### config.mk
export PLATFORM = sky130hd
export DESIGN_NAME = pdh_ctrl
export DESIGN_NICKNAME = d
export VERILOG_FILES = /design/src/hdl/pdh_pkg.sv /design/src/hdl/pdh_ctrl.sv
export SDC_FILE = /design/constraint.sdc
export NUM_CORES = 1
export LEC_CHECK = 0
export BUFFER_PORTS_ARGS = -buffer_cell sky130_fd_sc_hd__buf_2
export CAP_MARGIN = 30
export CORE_AREA = 2 2 39 41
export DETAILED_ROUTE_END_ITERATION = 8
export DIE_AREA = 0 0 41 43
export PLACE_DENSITY = 0.47
export SLEW_MARGIN = 10
export SYNTH_ARGS = -nofsm -noshare
export SYNTH_HDL_FRONTEND = slang
export SYNTH_SLANG_ARGS = --single-unit
### constraint.sdc
create_clock -name clk -period 2.7 [get_ports clk]
set_clock_uncertainty 0.15 [all_clocks]
set_input_delay 0.405 -clock clk [delete_from_list [all_inputs] [get_ports clk]]
set_output_delay 0.405 -clock clk [all_outputs]
set_load 0.01 [all_outputs]
### src/hdl/pdh_pkg.sv
// Shared types and defaults for the dice generator with histogram.
// No dependencies; imported by pdh_ctrl, pdh_datapath and prng_dice_histogram_top.
`timescale 1ns / 1ps
`default_nettype none

package pdh_pkg;

	localparam int MAX_FACES_DEF   = 32;
	localparam int COUNT_WIDTH_DEF = 48;

	localparam int FACES_W   = 6;
	localparam int SEED_W    = 64;
	localparam int FUNC_W    = 2;
	localparam int BIN_IDX_W = 5;
	localparam int ROLL_W    = 5;
	localparam int OUT_CNT_W = 48;
	localparam int DEV_W     = 58;

	localparam logic [FACES_W-1:0] FACES_RESET = 6'd32;
	localparam logic [SEED_W-1:0]  SEED_RESET  = 64'd1;

	typedef struct packed {
		logic [FUNC_W-1:0]    func;
		logic [BIN_IDX_W-1:0] bin_index;
	} req_t;

	typedef struct packed {
		logic [ROLL_W-1:0]    roll_value;
		logic [OUT_CNT_W-1:0] bin_count;
		logic [OUT_CNT_W-1:0] sum_values;
		logic [DEV_W-1:0]     sum_sq_dev;
	} rsp_t;

	// controller -> datapath commands
	typedef struct packed {
		logic mul;        // partial products of the generator state
		logic square;     // fold partial products into the low 64 bits of the square
		logic advance;    // state += square | 5
		logic scale;      // face = (hi32 * F) >> 32, latch bin address
		logic load_idx;   // latch bin address from the read request
		logic fetch;      // histogram read, deviation square
		logic upd_roll;   // bin write-back, sums, roll result
		logic upd_read;   // read result
		logic restart;    // load seed, clear histogram and sums
		logic emit_zero;  // all-zero result
	} dp_cmd_t;

endpackage

`default_nettype wire

### src/hdl/pdh_ctrl.sv
// Sequencer for the dice generator: decodes requests, steps the datapath.
// Depends on pdh_pkg.
`timescale 1ns / 1ps
`default_nettype none

module pdh_ctrl (
	input  wire logic                     clk,
	input  wire logic                     arst_n,
	input  wire logic                     start,
	input  wire logic [pdh_pkg::FUNC_W-1:0] func,
	output logic                          busy,
	output pdh_pkg::dp_cmd_t              cmd
);
	import pdh_pkg::*;

	localparam logic [FUNC_W-1:0] FUNC_ROLL    = 2'd0;
	localparam logic [FUNC_W-1:0] FUNC_READ    = 2'd1;
	localparam logic [FUNC_W-1:0] FUNC_RESTART = 2'd2;

	typedef enum logic [2:0] {
		ST_IDLE,
		ST_SQUARE,
		ST_ADVANCE,
		ST_SCALE,
		ST_FETCH,
		ST_UPDATE,
		ST_RD_FETCH,
		ST_RD_OUT
	} state_t;

	state_t state_q;
	logic   accept;

	assign busy   = (state_q != ST_IDLE);
	assign accept = start && (state_q == ST_IDLE);

	always_ff @(posedge clk or negedge arst_n) begin
		if (!arst_n) begin
			state_q <= ST_IDLE;
		end else begin
			unique case (state_q)
				ST_IDLE: begin
					if (accept) begin
						if (func == FUNC_ROLL) begin
							state_q <= ST_SQUARE;
						end else if (func == FUNC_READ) begin
							state_q <= ST_RD_FETCH;
						end
					end
				end
				ST_SQUARE:   state_q <= ST_ADVANCE;
				ST_ADVANCE:  state_q <= ST_SCALE;
				ST_SCALE:    state_q <= ST_FETCH;
				ST_FETCH:    state_q <= ST_UPDATE;
				ST_UPDATE:   state_q <= ST_IDLE;
				ST_RD_FETCH: state_q <= ST_RD_OUT;
				ST_RD_OUT:   state_q <= ST_IDLE;
			endcase
		end
	end

	always_comb begin
		cmd = '0;
		unique case (state_q)
			ST_IDLE: begin
				if (accept) begin
					unique case (func)
						FUNC_ROLL:    cmd.mul = 1'b1;
						FUNC_READ:    cmd.load_idx = 1'b1;
						FUNC_RESTART: begin
							cmd.restart   = 1'b1;
							cmd.emit_zero = 1'b1;
						end
						default:      cmd.emit_zero = 1'b1;
					endcase
				end
			end
			ST_SQUARE:   cmd.square   = 1'b1;
			ST_ADVANCE:  cmd.advance  = 1'b1;
			ST_SCALE:    cmd.scale    = 1'b1;
			ST_FETCH:    cmd.fetch    = 1'b1;
			ST_UPDATE:   cmd.upd_roll = 1'b1;
			ST_RD_FETCH: cmd.fetch    = 1'b1;
			ST_RD_OUT:   cmd.upd_read = 1'b1;
		endcase
	end

	// at most one datapath step per cycle (restart rides with its zero result)
	a_one_step: assert property (@(posedge clk) disable iff (!arst_n)
		$onehot0({cmd.mul, cmd.square, cmd.advance, cmd.scale, cmd.load_idx,
			cmd.fetch, cmd.upd_roll, cmd.upd_read, cmd.emit_zero}))
		else $error("pdh_ctrl: more than one datapath step issued");

	// a roll walks the full chain: every update follows a scale, with the fetch state between them
	a_roll_chain: assert property (@(posedge clk) disable iff (!arst_n)
		cmd.upd_roll |-> $past(cmd.scale, 2))
		else $error("pdh_ctrl: roll update without a preceding scale");

endmodule

`default_nettype wire

Word level (Yosys, flattened, before mapping)
Index checks and enable logic that the tools add are counted.
- eq/ne operators: 11
- reduce and logical (&&, ||, !) cells: 8
- multiplexer cells: 20
- operators with widths (kind ; number):
    $pmux 3 s7 ; 1
    $mux 1 ; 14
    $eq 3x3->1 const B ; 4
    $mux 3 ; 3
    $eq 3x2->1 const B ; 2
    $reduce_or 2->1 ; 3
    $mux 2 ; 2
    $eq 3x1->1 const B ; 1
    $logic_not 3->1 ; 1
    $ne 3x1->1 const B ; 1
    $reduce_bool 3->1 ; 1
    $eq 2x1->1 const B ; 1
    $eq 2x2->1 const B ; 1
    $logic_not 2->1 ; 1
    $ne 2x2->1 const B ; 1
    $reduce_and 2->1 ; 1
    $logic_and 1x1->1 ; 1
- register bits after elaboration: 3
- output and inout port bits: 11
- logic and storage cells: 40

Logic depth before layout (Yosys ltp)
Gate-level depths: netlist of run 1.
- depth after elaboration: 5
- mapped depth: 3
- depth with buffers taken out: 2

Worst setup path after synthesis of run 1
Ideal clock, no wire load.
- kind: flip-flop to output port
- start: reg state_q[1]
- end: out cmd[1] in the netlist's numbering
- data required time: 2145 ps
- arrival time: 1308 ps
- cell stages (with the launch flop): 4
- path slack: 837 ps
- cell sequence: dfrtp_1 > buf_6 > or4b_4 > nor3_1
- RTL lines (element ; line ; RTL):
    start, declared ; pdh_ctrl.sv:31 ; state_t state_q;
    start signal, assigned ; pdh_ctrl.sv:39 ; state_q <= ST_IDLE;
    start signal, assigned ; pdh_ctrl.sv:45 ; state_q <= ST_SQUARE;
    start signal, assigned ; pdh_ctrl.sv:47 ; state_q <= ST_RD_FETCH;
    end, declared ; pdh_ctrl.sv:12 ; output pdh_pkg::dp_cmd_t cmd

==> results.json, run 1 <==
{
  "clkLatencyLatePin_ps": 230,
  "period_minus_slack_ps": 2180,
  "dp_slack_ps": 780,
  "powerDensity_nw_per_um2": 1020,
  "cp_max_fo": 12,
  "nets": 53,
  "drt.antenna.violating_nets": 0,
  "worstMarginPinSlew_ps": 318,
  "rr_worst_depth": 2,
  "endpoint_kind": "output port",
  "syn_to_final_growth_pct": 47.4,
  "syn_avg_cell_area_sq_um": 8.46,
  "placed_area_sq_um": 325,
  "routed-via-count": 263,
  "drc_errors": 0,
  "grt_max_degree": 13,
  "cts-buffers-inserted": 3,
  "critPathKind": "register to output port",
  "relSlewSlack_pct": 78.8,
  "setup_ws_ps": 525,
  "min_path_cells": 3,
  "cp.required_ps": 2140,
  "drt_first_pass_iters": 4,
  "yosysWarnings": 0,
  "wl_per_cell_um": 9.11,
  "routabilityCongestion": 0.664,
  "final_area_sq_um": 362,
  "arrival_ps": 1620,
  "hp-class": "primary input to register",
  "io_pins": 16,
  "clk_path_buf_depth": 2,
  "setup_viol": 0,
  "path_clk_slew_ps": 40,
  "grt-ovfl-total": 0,
  "vias_per_cell": 4.17,
  "routed_wl_um": 574,
  "antenna_found_initial": 0,
  "place_hpwl_um": 404,
  "grt_pass1_wl_um": 848,
  "cts_tree": "done",
  "fmax_ghz": 0.460,
  "largest_register": "state_q",
  "hold_violations": 0,
  "postCtsSetupBuffers": 0,
  "netlist_instances": 29,
  "syn_area_sq_um": 245,
  "grt_pass1_vias": 233,
  "status": "complete, no violations",
  "p_leak_nw": 0.195,
  "fin_tns_setup_ps": 0,
  "cts_sinks": 3,
  "post_synth_num_cell_types": 19,
  "rsz0062_at_grt": "false",
  "port_buffers": 15,
  "drv_slew": 0,
  "mostFrequentLayoutCells": "buf_2, nor2_1, inv_1, clkbuf_4, dfrtp_1",
  "antenna_cells": 0,
  "vdd_drop_max_mv": 0.270,
  "max-cap-violations": 0,
  "syn_nets": 34,
  "ys_ff_latch": 3,
  "fin_crit_sh_pct": 80.6,
  "die_h_um": 43,
  "root_buffer": "clkbuf_4",
  "largest_reg_flops": 3,
  "drt_iter0_drc": 3,
  "ys_seq_area_share_pct": 30.6,
  "rows": 14,
  "drive_gt1_share_pct": 51.1,
  "final_common_cell": "buf_2",
  "cts_max_level": 1,
  "die_w_um": 41,
  "grt_usage_pct": 8.06,
  "whs_ps": 324,
  "start_util_pct": 17.7,
  "start_kind": "register",
  "die-area_sq_um": 1760,
  "core_sq_um": 1380,
  "reg_top3": "state_q x3"
}
-- worst max-delay path, cell delays in order (launching register included) --
cell and delay [ps]:
dfrtp_1 480, or4b_4 590, nor3b_2 180, buf_2 140
-- metrics by stage --
| step | cells | power, mW | utilization, % |
|---|---|---|---|
| detailed placement | 58 | 0.292 | 23.5 |
| finish | 63 | 0.370 | 26.1 |
| floorplan | 29 | 0.243 | - |
| global placement | 58 | 0.291 | 23.5 |
| CTS | 63 | 0.377 | 26.1 |
| global route | 63 | 0.406 | 26.1 |
-- cells by family (layout without fill, tap and decap cells) --
group | after synthesis | after routing | share of synthesized area (%)
buf+inv | 5 | 23 | 10.7
flops | 3 | 3 | 30.6
mux | 1 | 1 | 4.59
compound gates | 3 | 3 | 7.65
simple gates | 17 | 17 | 46.4
-- cell type report --
| cell class | count | area (sq um) |
|---|---|---|
| clock buffer | 4 | 26.3 |
| fill | 159 | 1020 |
| inverter | 3 | 11.3 |
| multi-input combinational | 21 | 144 |
| sequential | 3 | 75.1 |
| tap | 16 | 20.0 |
| timing repair buffer | 16 | 85.1 |
-- power by group --
part / total (mW) / internal (mW) / switching (mW)
Clock: 0.0795 / 0.0554 / 0.0241
Sequential: 0.122 / 0.0679 / 0.0539
Combinational: 0.169 / 0.0909 / 0.0783
Total: 0.370 / 0.214 / 0.156
-- per-layer routing --
layer | routed length, um | part of all wire, % | global-route usage, %
met2 | 251 | 44 | 10.3
met4 | 16 | 2.8 | 10.0
met1 | 228 | 40 | 7.47
met3 | 77 | 13 | 4.71
met5 | 0 | 0 | 0
-- repair_timing --
action	CTS	global route
endpoints found under the hold margin	3	0
hold buffers	1	0
gates resized for setup	0	0
-- Yosys cell counts, drive strengths merged --
cell type,n,area (sq um)
a21oi,2,10.0
and2,1,6.26
and3,1,7.51
buf,1,11.3
clkbuf,1,3.75
dfrtp,3,75.1
inv,3,11.3
mux2,1,11.3
nand2,1,3.75
nand2b,1,6.26
nand3b,2,15.0
nor2,4,15.0
nor3,2,10.0
nor3b,2,20.0
o311ai,1,8.76
or3,1,7.51
or3b,1,8.76
or4b,1,13.8
-- final timing paths --
check,slack (ps),to,start
max,520,cmd[5],state_q[0]
min,320,state_q[1],start
max reg2reg,1500,state_q[1],state_q[1]
min reg2reg,480,state_q[0],state_q[0]
max in group asynchronous,1950,state_q[2],arst_n
min in group asynchronous,340,state_q[0],arst_n
Power figures use the tool's default switching activity.
==> inputs of run 2 (changes only) <==
Clock period 2.7 ns to 2.3 ns, I/O delays scaled along.
==> run 2 against run 1 <==
- count of clock-buffer cells in the layout unchanged
- largest power group unchanged
- cell count unchanged
- critical path type unchanged
- via count shrank 0.38%
- hold slack worse by 53 ps
- core utilization did not move
- largest cell class unchanged
==> results.json, run 2 (synthesis gave the netlist of run 1 again) <==
{
  "rsz0062_at_grt": "false",
  "cts_resized": 0,
  "fin_crit_sh_pct": 91.9,
  "vdd_drop_max_mv": 0.394,
  "largest_reg_flops": 3,
  "core_sq_um": 1380,
  "fin_tns_setup_ps": 0,
  "clkLatencyLatePin_ps": 230,
  "fmax_ghz": 0.473,
  "port_buffers": 15,
  "whs_ps": 271,
  "cts_max_level": 1,
  "final_core_util_pct": 26.1,
  "placed_cells": 58,
  "drt.antenna.violating_nets": 0,
  "nets": 53,
  "p_leak_nw": 0.195,
  "relSlewSlack_pct": 79.0,
  "arrival_ps": 1620,
  "place_hpwl_um": 411,
  "grt_pass1_wl_um": 924,
  "status": "complete, no violations",
  "die_h_um": 43,
  "drive_gt1_share_pct": 51.1,
  "grt_usage_pct": 8.56,
  "grt_max_degree": 13,
  "antenna_found_initial": 0,
  "grt_pass1_vias": 241,
  "endpoint_kind": "output port",
  "min_path_cells": 3,
  "cp_max_fo": 10,
  "nFillCells": 149,
  "antenna_cells": 0,
  "powerDensity_nw_per_um2": 1210,
  "grt-ovfl-total": 0,
  "drc_errors": 0,
  "setup_viol": 0,
  "hp-class": "primary input to register",
  "routabilityCongestion": 0.663,
  "mostFrequentLayoutCells": "buf_2, nor2_1, inv_1, clkbuf_4, dfrtp_1",
  "die-area_sq_um": 1760,
  "rows": 14,
  "final_common_cell": "buf_2",
  "die_w_um": 41,
  "routed-via-count": 262,
  "period_minus_slack_ps": 2110,
  "io_pins": 16,
  "critPathKind": "register to output port",
  "clk_path_buf_depth": 2,
  "drt_iter0_drc": 1,
  "wl_per_cell_um": 8.89,
  "max-cap-violations": 0,
  "postCtsSetupBuffers": 0,
  "hold_violations": 0,
  "start_util_pct": 17.7,
  "cts-buffers-inserted": 3,
  "vias_per_cell": 4.16,
  "start_kind": "register",
  "rr_worst_depth": 2,
  "cp.required_ps": 1800,
  "cts_tree": "done",
  "root_buffer": "clkbuf_4",
  "drv_slew": 0,
  "largest_register": "state_q",
  "stdcell_count": 63,
  "reg_top3": "state_q x3",
  "worstMarginPinSlew_ps": 311,
  "cts_sinks": 3,
  "drt_first_pass_iters": 2,
  "routed_wl_um": 560,
  "path_clk_slew_ps": 40,
  "syn_to_final_growth_pct": 47.4
}
[run 2: per-layer routing]
metal | vias up | share of wire (%) | track usage (%)
met4 | 0 | 3.0 | 10.0
met5 | - | 0 | 0
met2 | 13 | 44 | 11.3
li1 | 136 | - | -
met3 | 2 | 10 | 3.14
met1 | 111 | 43 | 9.09
[run 2: cell type report]
class                   instances  area [sq um]  share of cell area [%]
repair buffers                 16          85.1                    23.5
multi-input cells              21           144                    39.8
clock buffers                   4          26.3                    7.27
inverters                       3          11.3                    3.11
flip-flops and latches          3          75.1                    20.8
well taps                      16          20.0                    5.54
[run 2: stage by stage]
stage	area, sq um	power, mW	worst slack (ps)
2_1_floorplan	245	0.285	497
3_3_place_gp	325	0.342	439
3_5_place_dp	325	0.348	430
4_1_cts	362	0.447	173
5_1_grt	362	0.483	96.7
6_report	362	0.437	186
[run 2: report_power, final]
| group | internal [mW] | switching, mW |
|---|---|---|
| registers | 0.0798 | 0.0630 |
| logic | 0.107 | 0.0950 |
| clock network | 0.0651 | 0.0279 |
| total | 0.252 | 0.186 |
[run 2: final timing paths]
path	endpoint	slack, ps	startpoint
min	state_q[1]	270	start
min reg2reg	state_q[0]	490	state_q[0]
max in group asynchronous	state_q[2]	1610	arst_n
max reg2reg	state_q[1]	1070	state_q[1]
min in group asynchronous	state_q[0]	280	arst_n
max	cmd[5]	190	state_q[1]
[run 2: repair_timing]
| item | in CTS | in global routing |
|---|---|---|
| hold endpoints to repair | 3 | 0 |
| hold buffers | 1 | 0 |
| endpoints found under the setup margin | 0 | 0 |
[run 2: critical path: stages (launching register included)]
cell and delay [ps]:
dfrtp_1 470, or4b_4 600, nor3b_2 180, buf_2 140
